[src/hw/rtl/ctfd_pkg.sv]
`timescale 1ns / 1ps
`default_nettype none
package ctfd_pkg;

  localparam int KEPT_BYTES  = 16;
  localparam int STORE_AW    = $clog2(KEPT_BYTES);
  // payload bytes the decoder looks at, type byte included
  localparam int DEC_BYTES   = 16;
  // power of two so the pointers wrap on their own
  localparam int QUEUE_DEPTH = 2;
  localparam int QPTR_W      = $clog2(QUEUE_DEPTH);
  localparam int PADDR_W     = 3;

  localparam logic [7:0]  SYNC_RESET  = 8'hC8;
  localparam logic [15:0] ALT_OFFSET  = 16'd1000;
  localparam logic        REG_SYNC    = 1'b0;

  localparam logic [7:0] TYPE_BATTERY  = 8'h08;
  localparam logic [7:0] TYPE_GPS      = 8'h02;
  localparam logic [7:0] TYPE_VARIO    = 8'h07;
  localparam logic [7:0] TYPE_FMODE    = 8'h21;
  localparam logic [7:0] TYPE_ATTITUDE = 8'h1E;
  localparam logic [7:0] TYPE_LINK_RX  = 8'h1C;
  localparam logic [7:0] TYPE_LINK_TX  = 8'h1D;
  localparam logic [7:0] TYPE_MODEM    = 8'h88;
  localparam logic [7:0] TYPE_LSTATS   = 8'h14;

  typedef enum logic [3:0] {
    KIND_BATTERY    = 4'd0,
    KIND_GPS        = 4'd1,
    KIND_VARIO      = 4'd2,
    KIND_FMODE      = 4'd3,
    KIND_ATTITUDE   = 4'd4,
    KIND_LINK_RX    = 4'd5,
    KIND_LINK_TX    = 4'd6,
    KIND_MODEM      = 4'd7,
    KIND_LINK_STATS = 4'd8
  } kind_t;

  typedef struct packed {
    logic  known;
    kind_t kind;
  } class_t;

  // one finished frame, bytes past the frame end already zeroed
  typedef struct packed {
    kind_t                        kind;
    logic [7:0]                   frame_length;
    logic [DEC_BYTES-1:1][7:0]    pay;
  } frame_rec_t;

  typedef struct packed {
    logic full;
    logic empty;
  } q_status_t;

  function automatic class_t classify_type(input logic [7:0] t);
    class_t c;
    c.known = 1'b1;
    c.kind  = KIND_BATTERY;
    case (t)
      TYPE_BATTERY:  c.kind = KIND_BATTERY;
      TYPE_GPS:      c.kind = KIND_GPS;
      TYPE_VARIO:    c.kind = KIND_VARIO;
      TYPE_FMODE:    c.kind = KIND_FMODE;
      TYPE_ATTITUDE: c.kind = KIND_ATTITUDE;
      TYPE_LINK_RX:  c.kind = KIND_LINK_RX;
      TYPE_LINK_TX:  c.kind = KIND_LINK_TX;
      TYPE_MODEM:    c.kind = KIND_MODEM;
      TYPE_LSTATS:   c.kind = KIND_LINK_STATS;
      default:       c.known = 1'b0;
    endcase
    return c;
  endfunction

endpackage
`default_nettype wire

[src/hw/rtl/ctfd_if.sv]
`timescale 1ns / 1ps
`default_nettype none
interface ctfd_byte_if;
  logic       valid;
  logic       ready;
  logic [7:0] in_byte;

  modport source (output valid, output in_byte, input ready);
  modport sink   (input valid, input in_byte, output ready);
endinterface

interface ctfd_result_if;
  logic        valid;
  logic        ready;
  logic [3:0]  frame_kind;
  logic [31:0] value0;
  logic [31:0] value1;
  logic [31:0] value2;
  logic [31:0] value3;
  logic [31:0] value4;
  logic [31:0] value5;
  logic [31:0] value6;
  logic [31:0] value7;
  logic [31:0] value8;
  logic [31:0] value9;

  modport source (output valid, output frame_kind, output value0, output value1,
                  output value2, output value3, output value4, output value5,
                  output value6, output value7, output value8, output value9,
                  input ready);
  modport sink   (input valid, input frame_kind, input value0, input value1,
                  input value2, input value3, input value4, input value5,
                  input value6, input value7, input value8, input value9,
                  output ready);
endinterface
`default_nettype wire

[src/hw/rtl/ctfd_front.sv]
`timescale 1ns / 1ps
`default_nettype none
module ctfd_front (
  input  logic                  clk,
  input  logic                  rst,
  input  logic [7:0]            sync_value,
  ctfd_byte_if.sink             in_ch,
  input  ctfd_pkg::q_status_t   q_stat,
  output logic                  push,
  output ctfd_pkg::frame_rec_t  push_rec
);
  import ctfd_pkg::*;

  typedef enum logic [2:0] {
    PH_HUNT = 3'b001,
    PH_LEN  = 3'b010,
    PH_DATA = 3'b100
  } phase_t;

  phase_t     phase, phase_next;
  logic [7:0] frame_length;
  logic [7:0] bytes_seen;
  logic [7:0] store [KEPT_BYTES];
  logic       accept;
  logic [8:0] seen_inc;
  logic       last_byte;
  logic [7:0] type_byte;
  class_t     cls;

  assign in_ch.ready = !q_stat.full;
  assign accept      = in_ch.valid && in_ch.ready;
  assign seen_inc    = {1'b0, bytes_seen} + 9'd1;
  assign last_byte   = (phase == PH_DATA) && (seen_inc >= {1'b0, frame_length});
  // the last byte is not in the store yet, take it straight from the beat
  assign type_byte   = (bytes_seen == 8'd0) ? in_ch.in_byte : store[0];
  assign cls         = classify_type(type_byte);
  assign push        = accept && last_byte && cls.known;

  always_comb begin
    push_rec.kind         = cls.kind;
    push_rec.frame_length = frame_length;
    for (int i = 1; i < DEC_BYTES; i++) begin
      if (8'(i) < frame_length) begin
        push_rec.pay[i] = (bytes_seen == 8'(i)) ? in_ch.in_byte : store[i];
      end else begin
        push_rec.pay[i] = 8'd0;
      end
    end
  end

  always_comb begin
    case (phase)
      PH_LEN:  phase_next = (in_ch.in_byte == 8'd0) ? PH_HUNT : PH_DATA;
      PH_DATA: phase_next = last_byte ? PH_HUNT : PH_DATA;
      default: phase_next = (in_ch.in_byte == sync_value) ? PH_LEN : PH_HUNT;
    endcase
  end

  always_ff @(posedge clk) begin
    if (rst) begin
      phase        <= PH_HUNT;
      frame_length <= 8'd0;
      bytes_seen   <= 8'd0;
    end else if (accept) begin
      phase <= phase_next;
      if (phase == PH_LEN) begin
        frame_length <= in_ch.in_byte;
        bytes_seen   <= 8'd0;
      end else if (phase == PH_DATA) begin
        bytes_seen <= seen_inc[7:0];
      end
    end
  end

  // entries past the frame length are masked on read, so no clearing needed
  always_ff @(posedge clk) begin
    if (accept && phase == PH_DATA && bytes_seen < 8'(KEPT_BYTES)) begin
      store[bytes_seen[STORE_AW-1:0]] <= in_ch.in_byte;
    end
  end

endmodule
`default_nettype wire

[src/hw/rtl/ctfd_queue.sv]
`timescale 1ns / 1ps
`default_nettype none
module ctfd_queue (
  input  logic                  clk,
  input  logic                  rst,
  input  logic                  push,
  input  ctfd_pkg::frame_rec_t  push_rec,
  input  logic                  pop,
  output ctfd_pkg::frame_rec_t  head,
  output ctfd_pkg::q_status_t   q_stat
);
  import ctfd_pkg::*;

  frame_rec_t        entries [QUEUE_DEPTH];
  logic [QPTR_W-1:0] wr_ptr;
  logic [QPTR_W-1:0] rd_ptr;
  logic [QPTR_W:0]   count;

  assign q_stat.full  = (count == (QPTR_W + 1)'(QUEUE_DEPTH));
  assign q_stat.empty = (count == '0);
  assign head         = entries[rd_ptr];

  always_ff @(posedge clk) begin
    if (rst) begin
      wr_ptr <= '0;
      rd_ptr <= '0;
      count  <= '0;
    end else begin
      if (push) begin
        wr_ptr <= wr_ptr + 1'b1;
      end
      if (pop) begin
        rd_ptr <= rd_ptr + 1'b1;
      end
      case ({push, pop})
        2'b10:   count <= count + 1'b1;
        2'b01:   count <= count - 1'b1;
        default: count <= count;
      endcase
    end
  end

  always_ff @(posedge clk) begin
    if (push) begin
      entries[wr_ptr] <= push_rec;
    end
  end

endmodule
`default_nettype wire

[src/hw/rtl/ctfd_back.sv]
`timescale 1ns / 1ps
`default_nettype none
module ctfd_back (
  input  logic                  clk,
  input  logic                  rst,
  input  ctfd_pkg::frame_rec_t  head,
  input  ctfd_pkg::q_status_t   q_stat,
  output logic                  pop,
  ctfd_result_if.source         out_ch
);
  import ctfd_pkg::*;

  logic        out_valid;
  logic [3:0]  kind_r;
  logic [31:0] vals [10];
  logic [31:0] v [10];
  logic [15:0] alt_raw;

  function automatic logic [31:0] sx16(input logic [15:0] x);
    return {{16{x[15]}}, x};
  endfunction

  function automatic logic [31:0] sx8(input logic [7:0] x);
    return {{24{x[7]}}, x};
  endfunction

  assign pop     = !q_stat.empty && (!out_valid || out_ch.ready);
  assign alt_raw = {head.pay[13], head.pay[14]} - ALT_OFFSET;

  always_comb begin
    for (int i = 0; i < 10; i++) begin
      v[i] = 32'd0;
    end
    case (head.kind)
      KIND_BATTERY: begin
        v[0] = {16'd0, head.pay[1], head.pay[2]};
        v[1] = {16'd0, head.pay[3], head.pay[4]};
        v[2] = {8'd0, head.pay[5], head.pay[6], head.pay[7]};
        v[3] = {24'd0, head.pay[8]};
      end
      KIND_GPS: begin
        v[0] = {head.pay[1], head.pay[2], head.pay[3], head.pay[4]};
        v[1] = {head.pay[5], head.pay[6], head.pay[7], head.pay[8]};
        v[2] = {16'd0, head.pay[9], head.pay[10]};
        v[3] = {16'd0, head.pay[11], head.pay[12]};
        v[4] = {16'd0, alt_raw};
        v[5] = {24'd0, head.pay[15]};
      end
      KIND_VARIO: begin
        v[0] = {16'd0, head.pay[1], head.pay[2]};
      end
      KIND_FMODE: begin
        v[0] = {24'd0, head.frame_length - 8'd1};
      end
      KIND_ATTITUDE: begin
        v[0] = sx16({head.pay[1], head.pay[2]});
        v[1] = sx16({head.pay[3], head.pay[4]});
        v[2] = {16'd0, head.pay[5], head.pay[6]};
      end
      KIND_LINK_RX: begin
        v[0] = {24'd0, head.pay[1]};
        v[1] = {24'd0, head.pay[2]};
      end
      KIND_LINK_TX: begin
        v[0] = {24'd0, head.pay[1]};
        v[1] = {24'd0, head.pay[2]};
        v[2] = {24'd0, head.pay[3]};
      end
      KIND_MODEM: begin
        // rssi and rsrq come little-endian, rsrp big-endian
        v[0] = sx16({head.pay[2], head.pay[1]});
        v[1] = sx16({head.pay[4], head.pay[3]});
        v[2] = sx16({head.pay[5], head.pay[6]});
        v[3] = sx8(head.pay[7]);
      end
      KIND_LINK_STATS: begin
        for (int i = 0; i < 10; i++) begin
          v[i] = {24'd0, head.pay[i+1]};
        end
        v[3] = sx8(head.pay[4]);
        v[9] = sx8(head.pay[10]);
      end
      default: begin
        v[0] = 32'd0;
      end
    endcase
  end

  always_ff @(posedge clk) begin
    if (rst) begin
      out_valid <= 1'b0;
    end else if (pop) begin
      out_valid <= 1'b1;
    end else if (out_ch.ready) begin
      out_valid <= 1'b0;
    end
  end

  always_ff @(posedge clk) begin
    if (pop) begin
      kind_r <= head.kind;
      for (int i = 0; i < 10; i++) begin
        vals[i] <= v[i];
      end
    end
  end

  assign out_ch.valid      = out_valid;
  assign out_ch.frame_kind = kind_r;
  assign out_ch.value0     = vals[0];
  assign out_ch.value1     = vals[1];
  assign out_ch.value2     = vals[2];
  assign out_ch.value3     = vals[3];
  assign out_ch.value4     = vals[4];
  assign out_ch.value5     = vals[5];
  assign out_ch.value6     = vals[6];
  assign out_ch.value7     = vals[7];
  assign out_ch.value8     = vals[8];
  assign out_ch.value9     = vals[9];

endmodule
`default_nettype wire

[src/hw/rtl/crsf_telemetry_frame_decoder.sv]
`timescale 1ns / 1ps
`default_nettype none
// channel   role     beat
// in_ch     sink     one raw stream byte (in_byte)
// out_ch    source   one decoded frame (frame_kind, value0..value9)
// apb       target   sync_value at address 0, 32-bit data
//
// one byte per cycle; the byte front never waits on decoding, only on the
// two-entry frame queue being full.
// out_ch valid rises once the frame has passed the queue entry and the output register.
// synchronous reset clears the phase machine, queue and output valid;
// sync_value returns to 0xC8.
// a stalled out_ch holds its beat; bytes keep flowing until the queue fills.
module crsf_telemetry_frame_decoder (
  input  logic                          clk,
  input  logic                          rst,
  input  logic                          psel,
  input  logic                          penable,
  input  logic                          pwrite,
  input  logic [ctfd_pkg::PADDR_W-1:0]  paddr,
  input  logic [31:0]                   pwdata,
  output logic [31:0]                   prdata,
  output logic                          pready,
  ctfd_byte_if.sink                     in_ch,
  ctfd_result_if.source                 out_ch
);
  import ctfd_pkg::*;

  logic       sync_value;
  logic [7:0] sync_reg;
  logic       cfg_write;
  logic       push;
  logic       pop;
  frame_rec_t push_rec;
  frame_rec_t head;
  q_status_t  q_stat;

  assign pready     = 1'b1;
  assign sync_value = (paddr[PADDR_W-1] == REG_SYNC);
  assign cfg_write  = psel && penable && pwrite && sync_value;
  assign prdata     = sync_value ? {24'd0, sync_reg} : 32'd0;

  always_ff @(posedge clk) begin
    if (rst) begin
      sync_reg <= SYNC_RESET;
    end else if (cfg_write) begin
      sync_reg <= pwdata[7:0];
    end
  end

  ctfd_front u_front (
    .clk        (clk),
    .rst        (rst),
    .sync_value (sync_reg),
    .in_ch      (in_ch),
    .q_stat     (q_stat),
    .push       (push),
    .push_rec   (push_rec)
  );

  ctfd_queue u_queue (
    .clk      (clk),
    .rst      (rst),
    .push     (push),
    .push_rec (push_rec),
    .pop      (pop),
    .head     (head),
    .q_stat   (q_stat)
  );

  ctfd_back u_back (
    .clk    (clk),
    .rst    (rst),
    .head   (head),
    .q_stat (q_stat),
    .pop    (pop),
    .out_ch (out_ch)
  );

endmodule
`default_nettype wire

[src/flat_wrapper.sv]
// flat-port wrapper written by rule: the top's interface ports become plain ports
module crsf_telemetry_frame_decoder_flat import ctfd_pkg::*;
  (clk, rst, psel, penable, pwrite, paddr, pwdata, prdata, pready, in_ch_valid, in_ch_in_byte, in_ch_ready, out_ch_valid, out_ch_frame_kind, out_ch_value0, out_ch_value1, out_ch_value2, out_ch_value3, out_ch_value4, out_ch_value5, out_ch_value6, out_ch_value7, out_ch_value8, out_ch_value9, out_ch_ready);
  ctfd_byte_if in_ch_i ();
  ctfd_result_if out_ch_i ();
  input  logic clk;
  input  logic rst;
  input  logic psel;
  input  logic penable;
  input  logic pwrite;
  input  logic [ctfd_pkg::PADDR_W-1:0] paddr;
  input  logic [31:0] pwdata;
  output logic [31:0] prdata;
  output logic pready;
  input wire logic [$bits(in_ch_i.valid)-1:0] in_ch_valid;
  input wire logic [$bits(in_ch_i.in_byte)-1:0] in_ch_in_byte;
  output wire logic [$bits(in_ch_i.ready)-1:0] in_ch_ready;
  output wire logic [$bits(out_ch_i.valid)-1:0] out_ch_valid;
  output wire logic [$bits(out_ch_i.frame_kind)-1:0] out_ch_frame_kind;
  output wire logic [$bits(out_ch_i.value0)-1:0] out_ch_value0;
  output wire logic [$bits(out_ch_i.value1)-1:0] out_ch_value1;
  output wire logic [$bits(out_ch_i.value2)-1:0] out_ch_value2;
  output wire logic [$bits(out_ch_i.value3)-1:0] out_ch_value3;
  output wire logic [$bits(out_ch_i.value4)-1:0] out_ch_value4;
  output wire logic [$bits(out_ch_i.value5)-1:0] out_ch_value5;
  output wire logic [$bits(out_ch_i.value6)-1:0] out_ch_value6;
  output wire logic [$bits(out_ch_i.value7)-1:0] out_ch_value7;
  output wire logic [$bits(out_ch_i.value8)-1:0] out_ch_value8;
  output wire logic [$bits(out_ch_i.value9)-1:0] out_ch_value9;
  input wire logic [$bits(out_ch_i.ready)-1:0] out_ch_ready;
  assign in_ch_i.valid = in_ch_valid;
  assign in_ch_i.in_byte = in_ch_in_byte;
  assign in_ch_ready = in_ch_i.ready;
  assign out_ch_valid = out_ch_i.valid;
  assign out_ch_frame_kind = out_ch_i.frame_kind;
  assign out_ch_value0 = out_ch_i.value0;
  assign out_ch_value1 = out_ch_i.value1;
  assign out_ch_value2 = out_ch_i.value2;
  assign out_ch_value3 = out_ch_i.value3;
  assign out_ch_value4 = out_ch_i.value4;
  assign out_ch_value5 = out_ch_i.value5;
  assign out_ch_value6 = out_ch_i.value6;
  assign out_ch_value7 = out_ch_i.value7;
  assign out_ch_value8 = out_ch_i.value8;
  assign out_ch_value9 = out_ch_i.value9;
  assign out_ch_i.ready = out_ch_ready;
  crsf_telemetry_frame_decoder u_core (.clk(clk), .rst(rst), .psel(psel), .penable(penable), .pwrite(pwrite), .paddr(paddr), .pwdata(pwdata), .prdata(prdata), .pready(pready), .in_ch(in_ch_i), .out_ch(out_ch_i));
endmodule
[config.mk]
export PLATFORM = sky130hd
export DESIGN_NAME = crsf_telemetry_frame_decoder_flat
export DESIGN_NICKNAME = d
export VERILOG_FILES = /design/src/hw/rtl/ctfd_pkg.sv /design/src/hw/rtl/ctfd_if.sv /design/src/hw/rtl/ctfd_front.sv /design/src/hw/rtl/ctfd_queue.sv /design/src/hw/rtl/ctfd_back.sv /design/src/hw/rtl/crsf_telemetry_frame_decoder.sv /design/src/flat_wrapper.sv
export SDC_FILE = /design/constraint.sdc
export NUM_CORES = 1
export LEC_CHECK = 0
export BUFFER_PORTS_ARGS = -buffer_cell sky130_fd_sc_hd__buf_2
export CORE_MARGIN = 2
export CORE_UTILIZATION = 30
export CTS_CLUSTER_SIZE = 12
export DETAILED_ROUTE_END_ITERATION = 6
export HOLD_SLACK_MARGIN = 0.06
export PLACE_DENSITY = 0.57
export REMOVE_ABC_BUFFERS = 1
export SYNTH_ARGS = -nofsm -noshare
export SYNTH_HDL_FRONTEND = slang
export SYNTH_SLANG_ARGS = --single-unit
export TNS_END_PERCENT = 1
[constraint.sdc]
create_clock -name clk -period 21.8 [get_ports clk]
set_input_delay 4.36 -clock clk [delete_from_list [all_inputs] [get_ports clk]]
set_output_delay 4.36 -clock clk [all_outputs]
set_load 0.1 [all_outputs]
# After elaboration in Yosys (flattened, before gate mapping)
# Memory sizes are Yosys's and may differ from the RTL's. A register that Yosys moved wholly into a read port is not among the register bits.
# Cells that the tools add are included.
# word_totals
mem_bits_rw	712
n_memories	3
out_inout_bits	359
regBits	36
word_cells	159
input_bits	50
# mem_list
name	depth	width	rd	rd_ports_with_merged_regs	wr	line	source
u_core.u_back.vals	10	32	10	0	10	ctfd_back.sv:15	logic [31:0] vals [10];
u_core.u_queue.entries	2	132	1	1	1	ctfd_queue.sv:14	frame_rec_t entries [QUEUE_DEPTH];
u_core.u_front.store	16	8	16	0	1	ctfd_front.sv:23	logic [7:0] store [KEPT_BYTES];
# classes
bitwise	1
magnitude_cmp	17
addsub	7
mux	57
n_reduce_logical	27
eq_ne	38
# ops
cell	count
32-bit one-hot mux with 5 select lines	2
8-bit two-way mux	34
32-bit one-hot mux with 6 select lines	1
32-bit one-hot mux with 4 select lines	1
104-bit two-way mux	1
48-bit one-hot mux with 2 select lines	1
8-bit by 4-bit == test with 1-bit output (second input constant)	9
4-bit by 8-bit < comparator with 1-bit output (first input constant)	8
8-bit by 3-bit == test with 1-bit output (second input constant)	5
8-bit by 5-bit == test with 1-bit output (second input constant)	4
3-bit by 8-bit < comparator with 1-bit output (first input constant)	4
4-bit one-hot mux with 8 select lines	1
8-bit by 2-bit == test with 1-bit output (second input constant)	3
4-bit by 3-bit == test with 1-bit output (second input constant)	4
8-bit logical NOT	2
2-bit by 8-bit < comparator with 1-bit output (first input constant)	2
16-bit by 10-bit subtractor with 16-bit output (second input constant)	1
1-bit two-way mux	11
1-bit logical AND	10
8-bit by 1-bit adder with 9-bit output (second input constant)	1
9-bit by 8-bit >= comparator with 1-bit output	1
9-bit OR reduction	1
4-bit by 2-bit == test with 1-bit output (second input constant)	2
8-bit by 1-bit == test with 1-bit output (second input constant)	1
other kinds (28)	37

# Logic depth before layout (Yosys ltp)
# logic_depth
ltp_word	8
mapped_depth	13

# Modules after synthesis
# From an unflattened synthesis, not the netlist that was laid out.
# unflattened
cells_unflattened	2037
area_unflattened_um2	26928.3
# modules_own_cells
mod	area_each_um2	instances	cells_each	seq_area_each_um2
ctfd_queue	9788.1	1	433	8027.7
ctfd_back	8903.5	1	769	5004.8
ctfd_front	7621.1	1	765	4224.1
crsf_telemetry_frame_decoder	615.6	1	70	160.2

# Worst setup path after synthesis
# No wires, ideal clock.
# synth_path
kind	input-to-reg
from	in in_ch_in_byte[7]
to	mem u_core.u_queue.entries[0][0] (netlist name) (enable)
n_path_buf	0
setup_slack_ns	10.086
arrival_time_ns	11.088
stages	6
required_ns	21.174
cell_sequence	or4b_1 -> nor4b_1 -> a31oi_1 -> nor3_1 -> o311ai_4 -> nor2_1
# synth_between
elab_chain_len	7
# synth_rtl
element	line	source
from (decl)	flat_wrapper.sv:16	input wire logic [$bits(in_ch_i.in_byte)-1:0] in_ch_in_byte;
8-bit two-way mux (*)	ctfd_front.sv:35	assign type_byte = (bytes_seen == 8'd0) ? in_ch.in_byte : store[0];
8-bit by 5-bit == test with 1-bit output (tied with other cells)	ctfd_pkg.sv:61	case (t)
9-bit OR reduction (no line) (*)	-	
1-bit two-way mux (*)	ctfd_pkg.sv:61	
1-bit logical AND (*)	ctfd_front.sv:37	assign push = accept && last_byte && cls.known;
1-bit two-way mux (*)	ctfd_queue.sv:44	if (push) begin
1-bit two-way mux (implied by the code) (*)	ctfd_queue.sv:45	entries[wr_ptr] <= push_rec;
to (decl)	ctfd_queue.sv:14	
# Mark *: on every way between the ends. The rest lies on a longest branch, timed or not.

# Worst setup path in the final report
# layout_path
from	in paddr[2] (netlist name)
to	out prdata[5]
# layout_between
elab_chain_len	1
# layout_rtl
element	line	source
from (decl)	flat_wrapper.sv:11	input logic [ctfd_pkg::PADDR_W-1:0] paddr;
8-bit two-way mux	crsf_telemetry_frame_decoder.sv:41	assign prdata = sync_value ? {24'd0, sync_reg} : 32'd0;
to (decl)	flat_wrapper.sv:13	output logic [31:0] prdata;
# Every way passes these cells.

==> impl_metrics.csv <==
group,metric,value,unit
timing,fin_crit,9490,ps
routing,vias,16526,
layout,mostFrequentLayoutCell,"edfxtp_1",
pwr,vdd_drop_max,0.0665,mV
layout,final_nets,2260,
worst_setup_path,path_max_fanout,10,
clock_tree,ctsHtreeMaxLevel,3,
timing,hold_viol,0,
run_status,outcome,"complete, no violations",
timing,worst_pin_slew,1190,ps
timing,fmax,105,MHz
logic_synthesis,synth_fa_ha_area_frac,0.00715,
routing,route.detailed.drc,0,
timing,fin_skew,29.9,ps
clock_tree,root_buffer,"clkbuf_16",
worst_setup_path,critPathKind,"input port to output pin",
layout,fin_cells,3400,
pwr,swShare,0.267,
worst_setup_path,regToRegSetupSlack,16860,ps
logic_synthesis,muxShareOfSynthArea,0.0681,
grt,grt_use_total,0.151,
timing,hold_slack,496,ps
worst_setup_path,timing.rr.end,"u_core.u_queue.entries[0][2]",
clock_tree,post_cts_resize_count,0,
timing,period_share,0.435,
die,pin_count,409,
place,dp_cells,3281,
min_path,min_path_cells,2,
worst_setup_path,start_kind,"input port",
logic_synthesis,synth_area_leaders,"edfxtp_1, mux2i_1, buf_4",
layout,layout_common_cells,"edfxtp_1, buf_2, nand2_1",
die,die_w,300,um
routing,drtIter0Drc,1469,
routing,routedWlPerCell,20.7,um
die,die_h,300,um
die,start_util,0.303,
pwr,switching_power,0.692,mW
worst_setup_path,slowest_stage,"buf_2",
timing,tns,0,ps
logic_synthesis,synth_top_area_share,0.638,
logic_synthesis,yosys.area.top_type,"edfxtp_1",
routing,finalWirelength,70400,um
pwr,power.total,2.60,mW
worst_setup_path,worstPathRequired,17440,ps
run,maxCapViolCount,0,
clock_tree,clk_path_buf_depth,3,
logic_synthesis,synthArstFlopShare,0,
die,core_area,86800,um^2
grt,grt_pass1_wl,102000,um
logic_synthesis,synth_top_family_by_area,"simple AND/OR/NAND/NOR gates",
pwr,p_seq_frac,0.482,
min_path,worstHoldStart,"u_core.sync_reg[5]",
layout,syn_to_final_growth,14.1,%
worst_setup_path,r2r-start,"u_core.u_front.bytes_seen[2]",
worst_setup_path,rr_worst_depth,11,
clock_tree,cts_tree,"built",
worst_setup_path,startpoint,"paddr[2]",
logic_synthesis,ys.flop_type,"edfxtp_1",
logic_synthesis,synth.avg_cell_area,13.1,um^2
logic_synthesis,synth_area,26200,um^2
die,dieArea,89900,um^2
clock_tree,cts_hold_buf,0,
logic_synthesis,ys_ff_latch,591,
place,port_buffers,245,
grt,gr-total-overflow,0,
layout,postLayoutCellArea,29900,um^2
layout,drive_above_1_share,0.187,
clock_tree,clock_sinks,591,
worst_setup_path,arrival,5130,ps
clock_tree,clk_pin_slew,50,ps
logic_synthesis,synth_compound_area_frac,0.0787,
min_path,hp-class,"flip-flop to flip-flop",
layout,final_util,0.345,
pwr,p_leak,10.4,nW
logic_synthesis,synth_xor_area_frac,0.0120,
timing,slew_violations,0,
die,fp-row-count,108,
clock_tree,clkLatencyLatePin,620,ps
logic_synthesis,synth_cells,2006,
timing,rsz0062_at_grt,"no",
grt,grt_pass1_vias,16006,
pwr,p_per_area,86.7,nW/um^2
timing,fin_ws,12310,ps
logic_synthesis,synth_edf_count,558,
pwr,p_comb_frac,0.105,
logic_synthesis,synth-simple-area-share,0.0969,
timing,setup_viol,0,
routing,first_pass_iters,5,
pwr,p_int,1.90,mW
min_path,hold_end,"u_core.sync_reg[5]",
logic_synthesis,yosysWarnings,0,
logic_synthesis,ys_types,74,
place,pre_cts_ws,12310,ps
worst_setup_path,path_cells,"buf_2 -> nor2b_1 -> buf_2",
place,dp_hpwl,46200,um
grt,grt_start_max_net_pins,78,
clock_tree,cts_setup_buffers,0,
clock_tree,cts-buffers-inserted,67,
worst_setup_path,cpMostUsedCell,"buf_2",
place,gp_congestion,0.861,
layout,regMostFlops,"u_core.u_queue.entries",
grt,antenna_found_initial,2,
pwr,clkPwrFrac,0.414,
logic_synthesis,seq_area_frac_synth,0.664,
worst_setup_path,slowest_delay,450,ps
timing,relSlewSlack,0.205,
routing,drtAntennaViolNets,0,
worst_setup_path,cp-end-kind,"output pin",
place,post_dp_cell_area,27800,um^2
routing,viasPerCell,4.86,
layout,largest_reg_flops,264,
cell families after synthesis:
logic type,after synthesis
compound gates,333
xor+xnor,36
fa+ha+maj,15
buf+inv,309
flops,591
mux,174
other cells,2
simple gates,546
power groups by stage:
stage          logic (mW)  clock network (mW)  registers (mW)
3_3_place_gp        0.271                   0            1.27
5_1_grt             0.281                1.14            1.25
4_1_cts             0.272                1.10            1.25
2_1_floorplan       0.151                   0            1.35
3_5_place_dp        0.272                   0            1.27
6_report            0.272                1.07            1.25
layer usage:
layer  share of wire  track usage  vias to the layer above  wire length (um)
met5         0.00014            0                        -                10
met4           0.021       0.0449                        2              1480
met3           0.067       0.0288                       93              4710
met2            0.49        0.253                      658             34500
met1            0.42        0.199                     8257             29800
li1                -            -                     7516                 -
worst max-delay path: cells and delay by family:
kind | cells | cell delay, ps
buffers and inverters | 2 | 620
AND/OR/NAND/NOR | 1 | 150
worst max-delay path by stage:
stage	end	slack, ps
5_1_grt	prdata[0]	12270
3_3_place_gp	prdata[1]	12330
3_5_place_dp	prdata[5]	12310
2_1_floorplan	out_ch_value9[10]	2000
4_1_cts	prdata[5]	12300
6_report	prdata[5]	12310
cell usage after synthesis (23+ instances only):
cell type and count:
edfxtp_1 558, buf_4 192, nand2_1 170, nor2_1 160, mux2i_1 144, a21oi_1 131, nand3_1 106, o21ai_0 81
clkbuf_1 76, dfxtp_1 33, mux2_2 28, o22ai_1 23, xor2_1 23
layout make-up:
cell class / count / area [um^2]
Timing Repair Buffer: 276 / 1460
Fill cell: 8485 / 56800
Sequential cell: 591 / 17400
Inverter: 18 / 67.6
Antenna cell: 2 / 5.00
Tap cell: 1155 / 1450
Clock buffer: 86 / 1820
Multi-Input combinational cell: 1241 / 7450
Clock inverter: 31 / 262
Note: power is estimated with default switching activity, not from simulation.
